$ cat src/rtl/lru_page_replacement_macros.svh
// Assertion helpers shared by the RTL.
`ifndef LRU_PAGE_REPLACEMENT_MACROS_SVH
`define LRU_PAGE_REPLACEMENT_MACROS_SVH

// Checked on every clock edge outside reset.
`define LRUPR_ASSERT(lbl, prop, msg) \
   lbl: assert property (@(posedge clock) disable iff (reset) prop) else $error(msg);

// Checked on every clock edge, reset included.
`define LRUPR_ASSERT_ALWAYS(lbl, prop, msg) \
   lbl: assert property (@(posedge clock) prop) else $error(msg);

`endif

$ cat src/rtl/lrupr_pkg.sv
package lrupr_pkg;

   localparam int unsigned PAGE_NUMBER_W     = 16;
   localparam int unsigned FAULT_TOTAL_W     = 32;
   localparam int unsigned FRAME_COUNT_W     = 4;
   localparam logic [FRAME_COUNT_W-1:0] FRAME_COUNT_RESET = 4'd4;

   typedef enum logic [1:0] {
      ST_IDLE,
      ST_LOOK,
      ST_UPDATE
   } fsm_state_type;

   // Broadcast from the controller to every frame cell
   typedef struct packed {
      logic update;   // apply this reference to the frames
      logic miss;     // page not resident
      logic fill;     // miss goes to the first free frame
      logic clear;    // last reference of the stream: drop all frames
   } cell_cmd_type;

endpackage

$ cat src/rtl/lrupr_cell.sv
module lrupr_cell
   import lrupr_pkg::*;
#(
   parameter int unsigned PAGE_BITS = 16,
   parameter int unsigned RANK_W    = 4
) (
   input  logic                 clock,
   input  logic                 reset,
   input  cell_cmd_type         cmd,
   input  logic [PAGE_BITS-1:0] page_key,
   input  logic [RANK_W-1:0]    old_rank,
   input  logic                 free_seen_in,
   output logic                 free_seen_out,
   input  logic                 hit_in,
   output logic                 hit_out,
   input  logic [RANK_W-1:0]    hit_rank_in,
   output logic [RANK_W-1:0]    hit_rank_out,
   output logic                 match
);

   logic                 valid_ff;
   logic [RANK_W-1:0]    rank_ff;
   logic [PAGE_BITS-1:0] page_ff;
   logic                 match_ff;
   logic                 match_in;
   logic                 first_free;
   logic                 victim;
   logic                 target;

   assign match_in      = valid_ff && (page_ff == page_key);
   assign first_free    = !valid_ff && !free_seen_in;
   assign victim        = valid_ff && (rank_ff == old_rank);
   assign target        = cmd.miss ? (cmd.fill ? first_free : victim) : match_ff;

   assign free_seen_out = free_seen_in | ~valid_ff;
   assign hit_out       = hit_in | match_ff;
   assign hit_rank_out  = hit_rank_in | (match_ff ? rank_ff : '0);
   assign match         = match_ff;

   always_ff @(posedge clock) begin
      if (reset) begin
         valid_ff <= 1'b0;
         rank_ff  <= '0;
         match_ff <= 1'b0;
      end else begin
         match_ff <= match_in;
         if (cmd.update) begin
            if (cmd.clear) begin
               valid_ff <= 1'b0;
               rank_ff  <= '0;
            end else if (target) begin
               valid_ff <= 1'b1;
               rank_ff  <= '0;
            end else if (valid_ff && (rank_ff < old_rank)) begin
               rank_ff <= rank_ff + RANK_W'(1);
            end
         end
      end
   end

   // page storage has no reset; only read behind valid
   always_ff @(posedge clock) begin
      if (cmd.update && !cmd.clear && cmd.miss && target) begin
         page_ff <= page_key;
      end
   end

endmodule

$ cat src/rtl/lrupr_frame_row.sv
module lrupr_frame_row
   import lrupr_pkg::*;
#(
   parameter int unsigned MAX_FRAMES = 8,
   parameter int unsigned PAGE_BITS  = 16,
   parameter int unsigned RANK_W     = 4
) (
   input  logic                  clock,
   input  logic                  reset,
   input  cell_cmd_type          cmd,
   input  logic [PAGE_BITS-1:0]  page_key,
   input  logic [RANK_W-1:0]     old_rank,
   output logic                  hit,
   output logic [RANK_W-1:0]     hit_rank,
   output logic [MAX_FRAMES-1:0] match_vec
);

   logic              free_chain [MAX_FRAMES+1];
   logic              hit_chain  [MAX_FRAMES+1];
   logic [RANK_W-1:0] rank_chain [MAX_FRAMES+1];

   assign free_chain[0] = 1'b0;
   assign hit_chain[0]  = 1'b0;
   assign rank_chain[0] = '0;

   for (genvar i = 0; i < MAX_FRAMES; i++) begin : g_cell
      lrupr_cell #(
         .PAGE_BITS (PAGE_BITS),
         .RANK_W    (RANK_W)
      ) u_cell (
         .clock         (clock),
         .reset         (reset),
         .cmd           (cmd),
         .page_key      (page_key),
         .old_rank      (old_rank),
         .free_seen_in  (free_chain[i]),
         .free_seen_out (free_chain[i+1]),
         .hit_in        (hit_chain[i]),
         .hit_out       (hit_chain[i+1]),
         .hit_rank_in   (rank_chain[i]),
         .hit_rank_out  (rank_chain[i+1]),
         .match         (match_vec[i])
      );
   end

   assign hit      = hit_chain[MAX_FRAMES];
   assign hit_rank = rank_chain[MAX_FRAMES];

endmodule

$ cat src/rtl/lru_page_replacement.sv
// LRU page replacement: one page reference per transaction, one result per
// reference (fault flag, saturating fault total of the stream, end flag).
// The frames sit in a row of cells, each holding one page, its valid bit and
// its recency rank. A reference runs through a look state, where every cell
// compares the page in parallel, then an update state, where the row applies
// the hit, fill or replacement and ages the other ranks. The next reference is
// taken in the update cycle, while the previous one is being applied.
// The update waits while the previous result is still held by rsp_stall.
// csr_frame_count sets the frames in use (0 acts as 1, above MAX_FRAMES acts
// as MAX_FRAMES); write it only while the block is idle. After the reference
// flagged end_of_stream all frames and the fault total are cleared. No
// clearing pass after reset.
`include "lru_page_replacement_macros.svh"

module lru_page_replacement
   import lrupr_pkg::*;
#(
   parameter int unsigned MAX_FRAMES = 8,
   parameter int unsigned PAGE_BITS  = 16
) (
   input  logic                     clock,
   input  logic                     reset,
   input  logic                     req_valid,
   output logic                     req_stall,
   input  logic [PAGE_NUMBER_W-1:0] req_page_number,
   input  logic                     req_end_of_stream,
   output logic                     rsp_valid,
   input  logic                     rsp_stall,
   output logic                     rsp_page_fault,
   output logic [FAULT_TOTAL_W-1:0] rsp_fault_total,
   output logic                     rsp_stream_done,
   input  logic                     csr_valid,
   output logic                     csr_ready,
   input  logic [FRAME_COUNT_W-1:0] csr_frame_count
);

   localparam int unsigned RANK_W = $clog2(MAX_FRAMES + 1);

   fsm_state_type            state_ff, state_in;
   logic [FRAME_COUNT_W-1:0] frame_count_ff;
   logic [PAGE_BITS-1:0]     page_key;
   logic [PAGE_BITS-1:0]     page_ff;
   logic                     end_ff;
   logic [RANK_W-1:0]        occupied_ff;
   logic [FAULT_TOTAL_W-1:0] fault_counter_ff, fault_counter_in;
   logic                     rsp_valid_ff;
   logic                     rsp_page_fault_ff;
   logic [FAULT_TOTAL_W-1:0] rsp_fault_total_ff;
   logic                     rsp_stream_done_ff;

   logic                     req_accept;
   logic                     out_free;
   logic                     do_update;
   logic [RANK_W-1:0]        limit;
   logic                     hit;
   logic [RANK_W-1:0]        hit_rank;
   logic [RANK_W-1:0]        old_rank;
   logic                     fill;
   logic [MAX_FRAMES-1:0]    match_vec;
   cell_cmd_type             cmd;

   if (PAGE_BITS <= PAGE_NUMBER_W) begin : g_key_trunc
      assign page_key = req_page_number[PAGE_BITS-1:0];
   end else begin : g_key_ext
      assign page_key = {{(PAGE_BITS-PAGE_NUMBER_W){1'b0}}, req_page_number};
   end

   // configuration
   assign csr_ready = 1'b1;

   always_ff @(posedge clock) begin
      if (reset) begin
         frame_count_ff <= FRAME_COUNT_RESET;
      end else if (csr_valid && csr_ready) begin
         frame_count_ff <= csr_frame_count;
      end
   end

   always_comb begin
      priority if (32'(frame_count_ff) > 32'(MAX_FRAMES)) begin
         limit = RANK_W'(MAX_FRAMES);
      end else if (frame_count_ff == '0) begin
         limit = RANK_W'(1);
      end else begin
         limit = RANK_W'(frame_count_ff);
      end
   end

   // sequencer
   assign out_free   = !rsp_valid_ff || !rsp_stall;
   assign req_accept = req_valid && !req_stall;

   always_comb begin
      state_in = state_ff;
      unique case (state_ff)
         ST_IDLE: begin
            if (req_accept) state_in = ST_LOOK;
         end
         ST_LOOK: begin
            state_in = ST_UPDATE;
         end
         ST_UPDATE: begin
            if (out_free) state_in = req_accept ? ST_LOOK : ST_IDLE;
         end
         default: begin
            state_in = ST_IDLE;
         end
      endcase
   end

   always_comb begin
      req_stall = 1'b1;
      do_update = 1'b0;
      unique case (state_ff)
         ST_IDLE: begin
            req_stall = 1'b0;
         end
         ST_LOOK: begin
            req_stall = 1'b1;
         end
         ST_UPDATE: begin
            req_stall = !out_free;
            do_update = out_free;
         end
         default: begin
            req_stall = 1'b1;
         end
      endcase
   end

   always_ff @(posedge clock) begin
      if (reset) begin
         state_ff <= ST_IDLE;
      end else begin
         state_ff <= state_in;
      end
   end

   always_ff @(posedge clock) begin
      if (req_accept) begin
         page_ff <= page_key;
         end_ff  <= req_end_of_stream;
      end
   end

   // frame row
   assign fill     = occupied_ff < limit;
   // hit: frames more recent than the hit frame (lower rank) age; fill: every resident ages;
   // replace: the oldest frame (rank occupied-1) is reused
   assign old_rank = hit ? hit_rank : (fill ? occupied_ff : occupied_ff - RANK_W'(1));

   assign cmd.update = do_update;
   assign cmd.miss   = !hit;
   assign cmd.fill   = fill;
   assign cmd.clear  = end_ff;

   lrupr_frame_row #(
      .MAX_FRAMES (MAX_FRAMES),
      .PAGE_BITS  (PAGE_BITS),
      .RANK_W     (RANK_W)
   ) u_row (
      .clock     (clock),
      .reset     (reset),
      .cmd       (cmd),
      .page_key  (page_ff),
      .old_rank  (old_rank),
      .hit       (hit),
      .hit_rank  (hit_rank),
      .match_vec (match_vec)
   );

   // fault count and occupancy
   assign fault_counter_in = (!hit && (fault_counter_ff != '1))
                             ? fault_counter_ff + FAULT_TOTAL_W'(1)
                             : fault_counter_ff;

   always_ff @(posedge clock) begin
      if (reset) begin
         fault_counter_ff <= '0;
         occupied_ff      <= '0;
      end else if (do_update) begin
         if (end_ff) begin
            fault_counter_ff <= '0;
            occupied_ff      <= '0;
         end else begin
            fault_counter_ff <= fault_counter_in;
            if (!hit && fill) occupied_ff <= occupied_ff + RANK_W'(1);
         end
      end
   end

   // result register
   always_ff @(posedge clock) begin
      if (reset) begin
         rsp_valid_ff <= 1'b0;
      end else if (do_update) begin
         rsp_valid_ff <= 1'b1;
      end else if (!rsp_stall) begin
         rsp_valid_ff <= 1'b0;
      end
   end

   always_ff @(posedge clock) begin
      if (do_update) begin
         rsp_page_fault_ff  <= !hit;
         rsp_fault_total_ff <= fault_counter_in;
         rsp_stream_done_ff <= end_ff;
      end
   end

   assign rsp_valid       = rsp_valid_ff;
   assign rsp_page_fault  = rsp_page_fault_ff;
   assign rsp_fault_total = rsp_fault_total_ff;
   assign rsp_stream_done = rsp_stream_done_ff;

   `LRUPR_ASSERT(a_occupied_range, occupied_ff <= RANK_W'(MAX_FRAMES), "occupancy past capacity")
   `LRUPR_ASSERT(a_page_unique, $onehot0(match_vec), "page resident in two frames")
   `LRUPR_ASSERT(a_stream_clear, do_update && end_ff |=> occupied_ff == '0 && fault_counter_ff == '0, "stream end did not clear")
   `LRUPR_ASSERT(a_rsp_from_update, $rose(rsp_valid_ff) |-> $past(do_update), "result without update")
   `LRUPR_ASSERT(a_count_monotonic, do_update && !end_ff |=> fault_counter_ff >= $past(fault_counter_ff), "fault total went down")

endmodule
$ cat config.mk
export PLATFORM = sky130hd
export DESIGN_NAME = lru_page_replacement
export DESIGN_NICKNAME = d
export VERILOG_FILES = /design/src/rtl/lrupr_pkg.sv /design/src/rtl/lrupr_cell.sv /design/src/rtl/lrupr_frame_row.sv /design/src/rtl/lru_page_replacement.sv
export VERILOG_INCLUDE_DIRS = /design/src /design/src/rtl
export SDC_FILE = /design/constraint.sdc
export NUM_CORES = 1
export LEC_CHECK = 0
export ABC_AREA = 1
export BUFFER_PORTS_ARGS = -buffer_cell sky130_fd_sc_hd__buf_4
export CORE_UTILIZATION = 25
export DETAILED_ROUTE_END_ITERATION = 16
export GPL_ROUTABILITY_DRIVEN = 0
export PLACE_DENSITY = 0.49
export SYNTH_ARGS = -nofsm -noshare
export SYNTH_HDL_FRONTEND = slang
export SYNTH_SLANG_ARGS = --single-unit
$ cat constraint.sdc
create_clock -name clock -period 3.7 [get_ports clock]
set_clock_uncertainty 0.15 [all_clocks]
set_input_delay 0.185 -clock clock [delete_from_list [all_inputs] [get_ports clock]]
set_output_delay 0.185 -clock clock [all_outputs]
set_load 0.02 [all_outputs]
* After elaboration in Yosys (flattened, before gate mapping)
Cells that the tools add are included.
Storage, ports and cells: register bits after elaboration 270, bits of input ports 26, output and inout bits 37, logic and storage cells 294
Cells by class: $add $sub $neg 11, $lt $le $gt $ge 10, equality and inequality tests 22, multiplexer cells 80, bitwise gates (word level) 27, reductions and logical operators 102
Operators with widths (count):
- $mux 4 | 38
- $eq 16x16->1 | 8
- $mux 32 | 2
- $logic_and 1x1->1 | 44
- $add 4x1->4 const B | 9
- $lt 4x4->1 | 9
- $mux 1 | 36
- $reduce_and 2->1 | 18
- $add 32x1->32 const B | 1
- $eq 4x4->1 | 8
- $ne 32x32->1 const B | 1
- $or 4x4->4 | 7
- $reduce_bool 3->1 | 8
- $logic_not 1->1 | 20
- $reduce_bool 2->1 | 9
- $or 1x1->1 | 13
- $not 1->1 | 7
- $pmux 2 s3 | 1
- $gt 4x4->1 const B | 1
- $logic_not 4->1 | 1
- $mux 2 | 2
- $ne 2x2->1 const B | 2
- $sub 4x1->4 const B | 1
- $eq 2x1->1 const B | 1
- 5 further kinds | 5

* Logic depth before layout (Yosys ltp)
Gate-level depths: netlist (run 1).
depth after elaboration 15, gate-level depth with buffers 22, mapped depth without buffers 21

* Hierarchy
From an unflattened synthesis (run 1), not the netlist that was laid out.
Second synthesis, totals: cells, all modules 1785, area, all modules 14915.6 um^2
By module, submodules not included:
- lrupr_cell (u_row.g_cell[0].u_cell ...) | instances 7, cells an instance 144, area each 1258.7 um^2, sequential area each 600.6 um^2
- lru_page_replacement | instances 1, cells an instance 634, area each 4859.7 um^2, sequential area each 2392.3 um^2
- lrupr_cell (u_row.g_cell[7].u_cell) | instances 1, cells an instance 142, area each 1241.2 um^2, sequential area each 600.6 um^2
- lrupr_frame_row | instances 1, cells an instance 1, area each 3.8 um^2, sequential area each 0.0 um^2

* Worst setup path after synthesis (run 1)
No wires, ideal clock.
path kind register to register, from register frame_count_ff[3], to register u_row.g_cell[0].u_cell.page_ff[0] (enable), setup time 394 ps, arrival time 3415 ps, required time 3156 ps, setup slack -260 ps, cell stages (with the launch flop) 16, buffers on the path 1, clock period less this slack 3960 ps, path through dfxtp_1 -> inv_1 -> ha_1 -> a21oi_2 -> nand2_2 -> buf_2 -> nand2_1 -> o21ai_0 -> o21ai_0 -> ha_1 -> nand2_1 -> inv_1 -> nand4_1 -> nand2_1 -> nand3_1 -> a21oi_1
On the way: longest elaborated chain between the ends 11, elaborated cells on any way between the ends 12, classes of those cells order compare (2); eq/ne (1); mux (6); reduce/logical (3)
Ends and longest elaborated chain:
- start: declaration | RTL line lru_page_replacement.sv:40 | logic [FRAME_COUNT_W-1:0] frame_count_ff;
- start signal: assignment | RTL line lru_page_replacement.sv:75 | frame_count_ff <= csr_frame_count;
- branches (longest 2 deep; another with $gt 4x4->1)
- $mux 4 * | RTL line lru_page_replacement.sv:80 | priority if (32'(frame_count_ff) > 32'(MAX_FRAMES)) begin
- $lt 4x4->1 * | RTL line lru_page_replacement.sv:147 | assign fill = occupied_ff < limit;
- $mux 4 (2 in series) | RTL line lru_page_replacement.sv:150 | assign old_rank = hit ? hit_rank : (fill ? occupied_ff : occupied_ff - RANK_W'(1));
- $eq 4x4->1 | RTL line lrupr_cell.sv:32 | assign victim = valid_ff && (rank_ff == old_rank);
- $logic_and 1x1->1 | RTL line lrupr_cell.sv:32
- $mux 1 * (2 in series) | RTL line lrupr_cell.sv:33 | assign target = cmd.miss ? (cmd.fill ? first_free : victim) : match_ff;
- $logic_and 1x1->1 * | RTL line lrupr_cell.sv:63 | if (cmd.update && !cmd.clear && cmd.miss && target) begin
- end signal: assignment | RTL line lrupr_cell.sv:64 | page_ff <= page_key;
- end: declaration | RTL line lrupr_cell.sv:23 | logic [PAGE_BITS-1:0] page_ff;
Every way passes the cells marked *. A chain may end at the register's enable or synchronous reset.

* Final worst setup path (run 1)
from register frame_count_ff[3], to register u_row.g_cell[0].u_cell.rank_ff[2]
On the way: longest elaborated chain between the ends 12, elaborated cells on any way between the ends 17, classes of those cells order compare (3); eq/ne (1); mux (8); reduce/logical (5)
Ends and longest elaborated chain:
- branches (longest 2 deep; another with $gt 4x4->1)
- $mux 4 * | RTL line lru_page_replacement.sv:80
- $lt 4x4->1 * | RTL line lru_page_replacement.sv:147
- $mux 4 (2 in series) | RTL line lru_page_replacement.sv:150
- $eq 4x4->1 | RTL line lrupr_cell.sv:32
- $logic_and 1x1->1 | RTL line lrupr_cell.sv:32
- $mux 1 (2 in series) | RTL line lrupr_cell.sv:33
- $reduce_bool 3->1 (no line) or $mux 4 (tied branches)
- $reduce_and 2->1 (no line) or $mux 4 (tied branches)
- end signal: assignment | RTL line lrupr_cell.sv:55 | rank_ff <= rank_ff + RANK_W'(1);
- end: declaration | RTL line lrupr_cell.sv:22 | logic [RANK_W-1:0] rank_ff;
Marked as above.

==> results of run 1 <==
==> cell usage after synthesis, types with 2 or more instances <==
| cell type | number | area (um^2) |
|---|---|---|
| a2111oi_0 | 2 | 17.5 |
| a211oi_1 | 9 | 67.6 |
| a21boi_0 | 2 | 15.0 |
| a21boi_2 | 2 | 22.5 |
| a21oi_1 | 94 | 470 |
| a221oi_1 | 24 | 210 |
| a22o_1 | 9 | 78.8 |
| and2_1 | 2 | 12.5 |
| buf_1 | 4 | 15.0 |
| buf_2 | 7 | 35.0 |
| buf_6 | 2 | 22.5 |
| clkbuf_1 | 35 | 131 |
| clkinv_1 | 4 | 15.0 |
| dfxtp_1 | 91 | 1820 |
| edfxtp_1 | 179 | 5380 |
| ha_1 | 46 | 576 |
| inv_1 | 130 | 488 |
| inv_2 | 2 | 7.51 |
| nand2_1 | 285 | 1070 |
| nand2_2 | 7 | 43.8 |
| nand3_1 | 101 | 505 |
| nand4_1 | 49 | 307 |
| nor2_1 | 118 | 443 |
| nor2_4 | 4 | 45.0 |
| nor3_1 | 24 | 120 |
| nor4_1 | 13 | 81.3 |
| o2111ai_1 | 4 | 35.0 |
| o211ai_1 | 9 | 67.6 |
| o21a_1 | 5 | 37.5 |
| o21ai_0 | 44 | 220 |
| o21ai_1 | 6 | 30.0 |
| o22ai_1 | 28 | 175 |
| or2_2 | 17 | 106 |
| xnor2_1 | 7 | 61.3 |
| xor2_1 | 57 | 499 |
| xor2_2 | 2 | 32.5 |
==> report_power, final <==
part	switching (mW)	total [mW]	internal (mW)
Clock	1.31	3.25	1.94
Sequential	0.0552	3.32	3.26
Combinational	0.359	0.559	0.201
Total	1.73	7.13	5.40
==> final timing paths <==
kind                   startpoint                                end  slack, ns  cells after the start
max             frame_count_ff[3]  u_row.g_cell[0].u_cell.rank_ff[2]       0.36                     17
min                         reset               fault_counter_ff[16]       0.03                      2
max reg2reg     frame_count_ff[3]  u_row.g_cell[0].u_cell.rank_ff[2]       0.36                     17
min reg2reg  fault_counter_ff[16]               fault_counter_ff[16]       0.33                      2
==> metrics by stage <==
step           total power, mW   TNS, ns  hold WS, ns
2_1_floorplan             3.70         0        0.134
3_3_place_gp              3.90  -0.00406        0.213
3_5_place_dp              3.91   -0.0244        0.214
4_1_cts                   7.24         0      0.00156
5_1_grt                   7.44         0       0.0396
6_report                  7.13         0       0.0267
==> worst register-to-register path, cell delays in order (launching register included) <==
cell,delay (ns)
dfxtp_1,0.30
inv_1,0.11
nand2_1,0.07
ha_1,0.27
nand2_1,0.05
nand2_1,0.07
nand2_2,0.06
nand2_2,0.12
buf_4,0.20
a21oi_1,0.09
a21oi_2,0.44
ha_1,0.33
nand4_1,0.09
nand2_1,0.06
nand3_1,0.23
nand4_1,0.32
a21oi_1,0.24
nor2_1,0.07
==> cells by family (layout without fill, tap and decap cells) <==
logic type | Yosys count | count (layout) | synth area share
compound gates | 243 | 243 | 0.112
fa+ha+maj | 46 | 46 | 0.0430
buf+inv | 185 | 333 | 0.0540
xor+xnor | 66 | 66 | 0.0444
other cells | 1 | 1 | 0.000280
simple gates | 626 | 626 | 0.208
flops | 270 | 270 | 0.538
==> sequential cells by signal (all words and copies together), names as in the netlist, 2 cells and up <==
name / count
page_ff: 16
fault_counter_ff: 32
occupied_ff: 4
u_row.g_cell.u_cell.page_ff: 128
u_row.g_cell.u_cell.match: 8
u_row.g_cell.u_cell.valid_ff: 8
state_ff: 2
rsp_fault_total: 32
u_row.g_cell.u_cell.rank_ff: 32
frame_count_ff: 4
==> metal layers <==
metal / track usage / part of all wire
met1: 0.185 / 0.45
met2: 0.236 / 0.47
met3: 0.0221 / 0.051
met4: 0.0492 / 0.026
met5: 0 / 0
==> cell type report <==
class / count / area, um^2
timing repair buffer: 135 / 1090
multi-input combinational: 982 / 5510
tap: 688 / 861
fill: 5399 / 36400
clock inverter: 20 / 199
sequential: 270 / 7200
inverter: 136 / 510
clock buffer: 42 / 892
==> what timing repair did <==
item | in CTS | in global routing
endpoints found under the hold margin | 23 | 0
setup endpoints to repair | 0 | 161
gates resized for setup | 0 | 3
hold buffers | 31 | 0
==> results.md, run 1 <==
- WS Path Type: reg2reg
- NumNets Final: between 1500 and 2000
- Num rows: 84
- Slowest-stage cell, CP: a21oi_2
- Fin util: 0.309
- Post-DP HPWL: approximately 26 mm
- CTS tree: done
- Worst slack at placement: -0.00188 ns
- First-pass GRT wire length: approximately 60 mm
- CP Capture Type: flop
- Routed Antenna Nets: 0
- Total CTS buffers: 34
- Synth Warn #: 0
- Worst Hold Class: in2reg
- Post-CTS Setup Inserts: 0
- Initial core utilization: 0.254
- Clock Path Buffers: 3
- Delay-heaviest family, CP: simple AND/OR/NAND/NOR gates
- Max VDD drop: 0.259 mV
- Boundary Pins: 63
- Post-route non-filler standard cell count: around 2300
- Initial antenna violation count: 0
- # DRC: 0
- PortBufs: 61
- Max Cap Violations: 0
- Crit-path most repeated cell: nand2_1
- Crit-path cells: inv_1 > nand2_1 > ha_1 > nand2_1 > nand2_1 > nand2_2 > nand2_2 > buf_4 > a21oi_1 > a21oi_2 > ha_1 > nand4_1 > nand2_1 > nand3_1 > nand4_1 > a21oi_1 > nor2_1
- Critical Path AT: about 3.6 ns
- Vias in the first global route: roughly 10000
- Avg Cell Area, Syn: a little over 9 um^2
- Post-synthesis cell type count: between 40 and 50
- Final setup vio count: 0
- Via density: 4.73
- Placed cells: 2180
- Final worst slack: 0.357 ns
- Worst-path clk slew: ~0.06 ns
- Sequential fraction of the synthesis area: 0.538
- Final Cell Area: 0.0163 mm^2
- Post-synth EDFFs: 179
- Critical Path Fanout Max: 9
- Status: completed
- Post-synth top flop: edfxtp_1
- DR iter-0 viols: between 800 and 900
- Worst path bufs/invs: 2
- Share of layout cells above drive strength 1: 0.132
- Commonest non-fill, non-tap cell in the layout: nand2_1
- DIE WIDTH: ~230 um
- GRT Resource Usage Total: 0.142
- H-Tree Level Count: 2
- Crit path time final: between 3 and 4 ns
- Required time worst endpoint: 3.98 ns
- Final Hold Fails: 0
- Worst slew pin tran: approximately 1 ns
- Pre-Repair DR Iteration Count: 5
- Commonest cells after routing, fill and taps aside: nand2_1, edfxtp_1, inv_1
- Max Slew Vio Count: 0
- Startpoint Class: flop
- Area of the core: between 0.05 and 0.06 mm^2
- P&R area growth vs syn: 21.6%
- Leakage: ~6.1 nW
- Post-Syn Nets: between 1500 and 2000
- Die Area: ~0.054 mm^2
- GR Overflow Total: 0
- Power density cells: around 440 mW/mm^2
- RSZ-0062 raised after global routing: false
- DR vias: approximately 11000
- Worst-skew pair later-pin latency: between 0.5 and 0.6 ns
- Slowest stage delay, CP: between 0.4 and 0.5 ns
- Tcrit/Tclk final: 0.904
- Area after DPL: 0.0148 mm^2
- Synthesized area: between 0.01 and 0.015 mm^2
- TritonCTS sink count: between 200 and 300
- #FFs+latches synth: 270
- Asr flop ratio synth: 0
- WL per Instance: approximately 17 um
- Maximum operating frequency: 299 MHz
- Cells after Synth: ~1400
- Largest net degree at the start of global routing: 49
- Die Ht: roughly 230 um
- Final wirelength: around 38 mm
- Ant. Diodes: 0
- CTS root buffer: clkbuf_16
- Relative slew slack: 0.350
(Power assumes the default switching activity.)
==> run 2, diff against run 1 <==
--- a/config.mk
+++ b/config.mk
@@ -6,7 +6,7 @@
 export SDC_FILE = /design/constraint.sdc
 export NUM_CORES = 1
 export LEC_CHECK = 0
-export ABC_AREA = 1
+export ABC_AREA = 0
 export BUFFER_PORTS_ARGS = -buffer_cell sky130_fd_sc_hd__buf_4
 export CORE_UTILIZATION = 25
 export DETAILED_ROUTE_END_ITERATION = 16
==> run 2 against run 1 <==
Net effect:
- sequential power is essentially flat
- synthesized cell count is 21% lower
- design area down 0.69%
- maximum frequency down 6.7%
- largest cell class unchanged
==> results.md, run 2 <==
- Clock power share: 0.437 (-0.019)
- Post-synthesis cell type count: 72 (+47%)
- Synth Warn #: 0 (unchanged)
- Worst Hold Class: in2reg
- Max Cap Violations: 0 (unchanged)
- Die Area: 0.0526 mm^2 (-3.2%)
- Clock Path Buffers: 3 (unchanged)
- Pre-Repair DR Iteration Count: 5 (unchanged)
- Fin Hold WS: 0.119 ns (+0.0921 ns)
- Synthesized area: 0.0129 mm^2 (-3.3%)
- Final setup vio count: 0 (unchanged)
- Slowest stage delay, CP: 0.50 ns (+0.06 ns)
- H-Tree Level Count: 1 (-1)
- CP Capture Type: flop
- Maximum operating frequency: 279 MHz (-6.7%)
- WL per Instance: 17.4 um (+4.1%)
- Total CTS buffers: 30 (-12%)
- CTS tree: done
- Worst slew pin tran: 1.26 ns (+0.287 ns)
- Power density cells: 414 mW/mm^2 (-5.5%)
- Fillers: 5065 (-6.2%)
- DIE WIDTH: 229 um (-1.6%)
- GR Overflow Total: 0 (unchanged)
- Asr flop ratio synth: 0 (unchanged)
- NumNets Final: 1347 (-17%)
- Max VDD drop: 0.352 mV (+36%)
- Final Hold Fails: 0 (unchanged)
- Post-Syn Nets: 1203 (-20%)
- Most flops, register: u_row.g_cell.u_cell.page_ff
- Synth top area share: 0.416 (+0.0136)
- RSZ-0062 raised after global routing: false
- WS Path Type: reg2reg
- Critical Path Fanout Max: 8 (-1)
- Logic pwr share: 0.071 (-0.007)
- Avg Cell Area, Syn: 11.4 um^2 (+23%)
- Switching Fraction: 0.231 (-0.0111)
- TritonCTS sink count: 270 (unchanged)
- Relative slew slack: 0.159 (-0.191)
- Required time worst endpoint: 4.07 ns (+0.09 ns)
- Startpoint Class: flop
- Psw: 1.55 mW (-10%)
- Cells after Synth: 1131 (-21%)
- # DRC: 0 (unchanged)
- DR iter-0 viols: 586 (-28%)
- CTS root buffer: clkbuf_16
- P&R area growth vs syn: 24.8%
- Initial antenna violation count: 1 (+1)
- Slowest-stage cell, CP: or4b_4
- Worst-skew pair later-pin latency: 0.58 ns (+0.04 ns)
- Commonest cells after routing, fill and taps aside: edfxtp_1, buf_4, xor2_1
- Area of the core: 0.0506 mm^2 (-3.9%)
- Fin util: 0.319 (+0.0104)
- Sequential fraction of the synthesis area: 0.557 (+0.0182)
- Die Ht: 229 um (-1.6%)
- Num rows: 82 (-2.4%)
- Post-DP HPWL: 23.5 mm (-9.4%)
- Tcrit/Tclk final: 0.968 (+0.0645)
- Vias in the first global route: 9038 (-12%)
- Internal power: 5.14 mW (-4.8%)
- Leakage: 5.69 nW (-6.9%)
- Post-synth top flop: edfxtp_1
- DR vias: 9292 (-14%)
- Ant. Diodes: 0 (unchanged)
- Max reg flops: 128 (unchanged)
- #FFs+latches synth: 270 (unchanged)
- Worst-path clk slew: 0.06 ns (about the same)
- Final wirelength: 34.3 mm (-9.9%)
- Count leader, synth: edfxtp_1
- Crit-path cells: inv_2 > nand2_2 > ha_4 > o211ai_1 > a21o_1 > nand2_4 > nand2_2 > xnor2_2 > o21ai_2 > buf_4 > ha_1 > o21a_1 > o21a_1 > or3b_4 > or4b_4 > nand3_2
- Status: completed
- Max Slew Vio Count: 0 (unchanged)
- PortBufs: 61 (unchanged)
- Commonest non-fill, non-tap cell in the layout: edfxtp_1
- Synth top cells by count: edfxtp_1, xor2_1, dfxtp_1
- Area contributors post-synth: edfxtp_1, dfxtp_1, xor2_1
- First-pass GRT wire length: 52.8 mm (-11%)
- Via density: 4.72 (-0.17%)
- Post-synth EDFFs: 179 (unchanged)
- Largest net degree at the start of global routing: 34 (-31%)
- Sequential share of power: 0.492 (+0.027)
- Share of layout cells above drive strength 1: 0.177 (+0.0456)
- Routed Antenna Nets: 0 (unchanged)
- Yosys top cell by area: edfxtp_1
- Boundary Pins: 63 (unchanged)
- Initial core utilization: 0.256 (+0.00176)
- Critical Path AT: 3.95 ns (+0.33 ns)
- Crit path time final: 3.58 ns (+0.239 ns)
- GRT Resource Usage Total: 0.127 (-0.0144)
[run 2: changes by cell type after synthesis, sizes merged, moves of 19 or more]
cell    previous run  this run
a21oi             95        42
a221oi            24         4
inv              132        29
nand2            293        71
nand3            101        47
nand4             50        31
nor2             123        67
nor4              13        33
o22ai             28         5
xnor2              7        79
xor2              59        93
[run 2: path summary, 6_finish.rpt]
| path | startpoint | to | slack, ns | depth (start not counted) |
|---|---|---|---|---|
| min | req_valid | end_ff | 0.12 | 3 |
| min reg2reg | fault_counter_ff[17] | fault_counter_ff[17] | 0.35 | 2 |
| max reg2reg | frame_count_ff[3] | u_row.g_cell[0].u_cell.rank_ff[3] | 0.12 | 16 |
| max | frame_count_ff[3] | u_row.g_cell[0].u_cell.rank_ff[3] | 0.12 | 16 |
[run 2: per-stage QoR]
stage	power (mW)	cells	area [um^2]	worst slack, ns	TNS, ns
detailed placement	3.77	1878	14700	-0.121	-0.458
CTS	6.75	1959	15900	0.0161	0
global route	6.93	1968	16100	0.00522	0
global placement	3.77	1878	14700	-0.0328	-0.0828
finish	6.69	1968	16100	0.118	0
floorplan	3.59	1131	12900	0.0234	0
[run 2: final cells by class]
class,count,area [um^2],area share
clock buffers,39,816,0.0505
clock inverters,14,146,0.00907
inverters,30,113,0.00698
multi-input cells,776,5570,0.345
flip-flops and latches,270,7200,0.446
well taps,672,841,0.0521
repair buffers,167,1460,0.0906
[run 2: routing by layer]
metal  share of wire  global-route usage
met1            0.47               0.172
met2            0.46               0.209
met3           0.036              0.0181
met4           0.033              0.0408
met5               0                   0
[run 2: timing repair]
| item | 4_1_cts | 5_1_grt |
|---|---|---|
| resized for setup | 4 | 31 |
| hold endpoints to repair | 34 | 0 |
| buffers inserted | 1 | 8 |
| hold buffers | 27 | 0 |
| gates cloned | 0 | 1 |
| pin swaps | 1 | 14 |
| setup endpoints to repair | 8 | 133 |
[run 2: power groups by stage]
stage                     clock network [mW]  registers, mW  logic [mW]
after global routing                    3.11           3.30       0.524
after detailed placement                   0           3.36       0.416
after CTS                               3.01           3.29       0.446
after floorplan                            0           3.33       0.258
after global placement                     0           3.36       0.409
final                                   2.92           3.29       0.477
[run 2: kinds of logic (layout without fill, tap and decap cells)]
group	after synthesis	count (layout)	share of synthesized area
AND/OR/NAND/NOR	353	353	0.147
XOR/XNOR	172	172	0.116
AO/OA/AOI/OAI	194	194	0.101
multiplexers	10	10	0.00793
other	1	1	0.000290
buffers and inverters	85	250	0.0265
flip-flops	270	270	0.557
adder cells (fa/ha/maj)	46	46	0.0445
[run 2: worst max-delay path, delay by kind of cell (launching register included)]
kind                       cells  cell delay (ns)
adders and majority gates      2             0.49
buffers and inverters          2             0.24
xor gates and xnor gates       1             0.14
DFF                            1             0.32
and+or+nand+nor                6             1.32
AOI/OAI and AO/OA              5             0.87
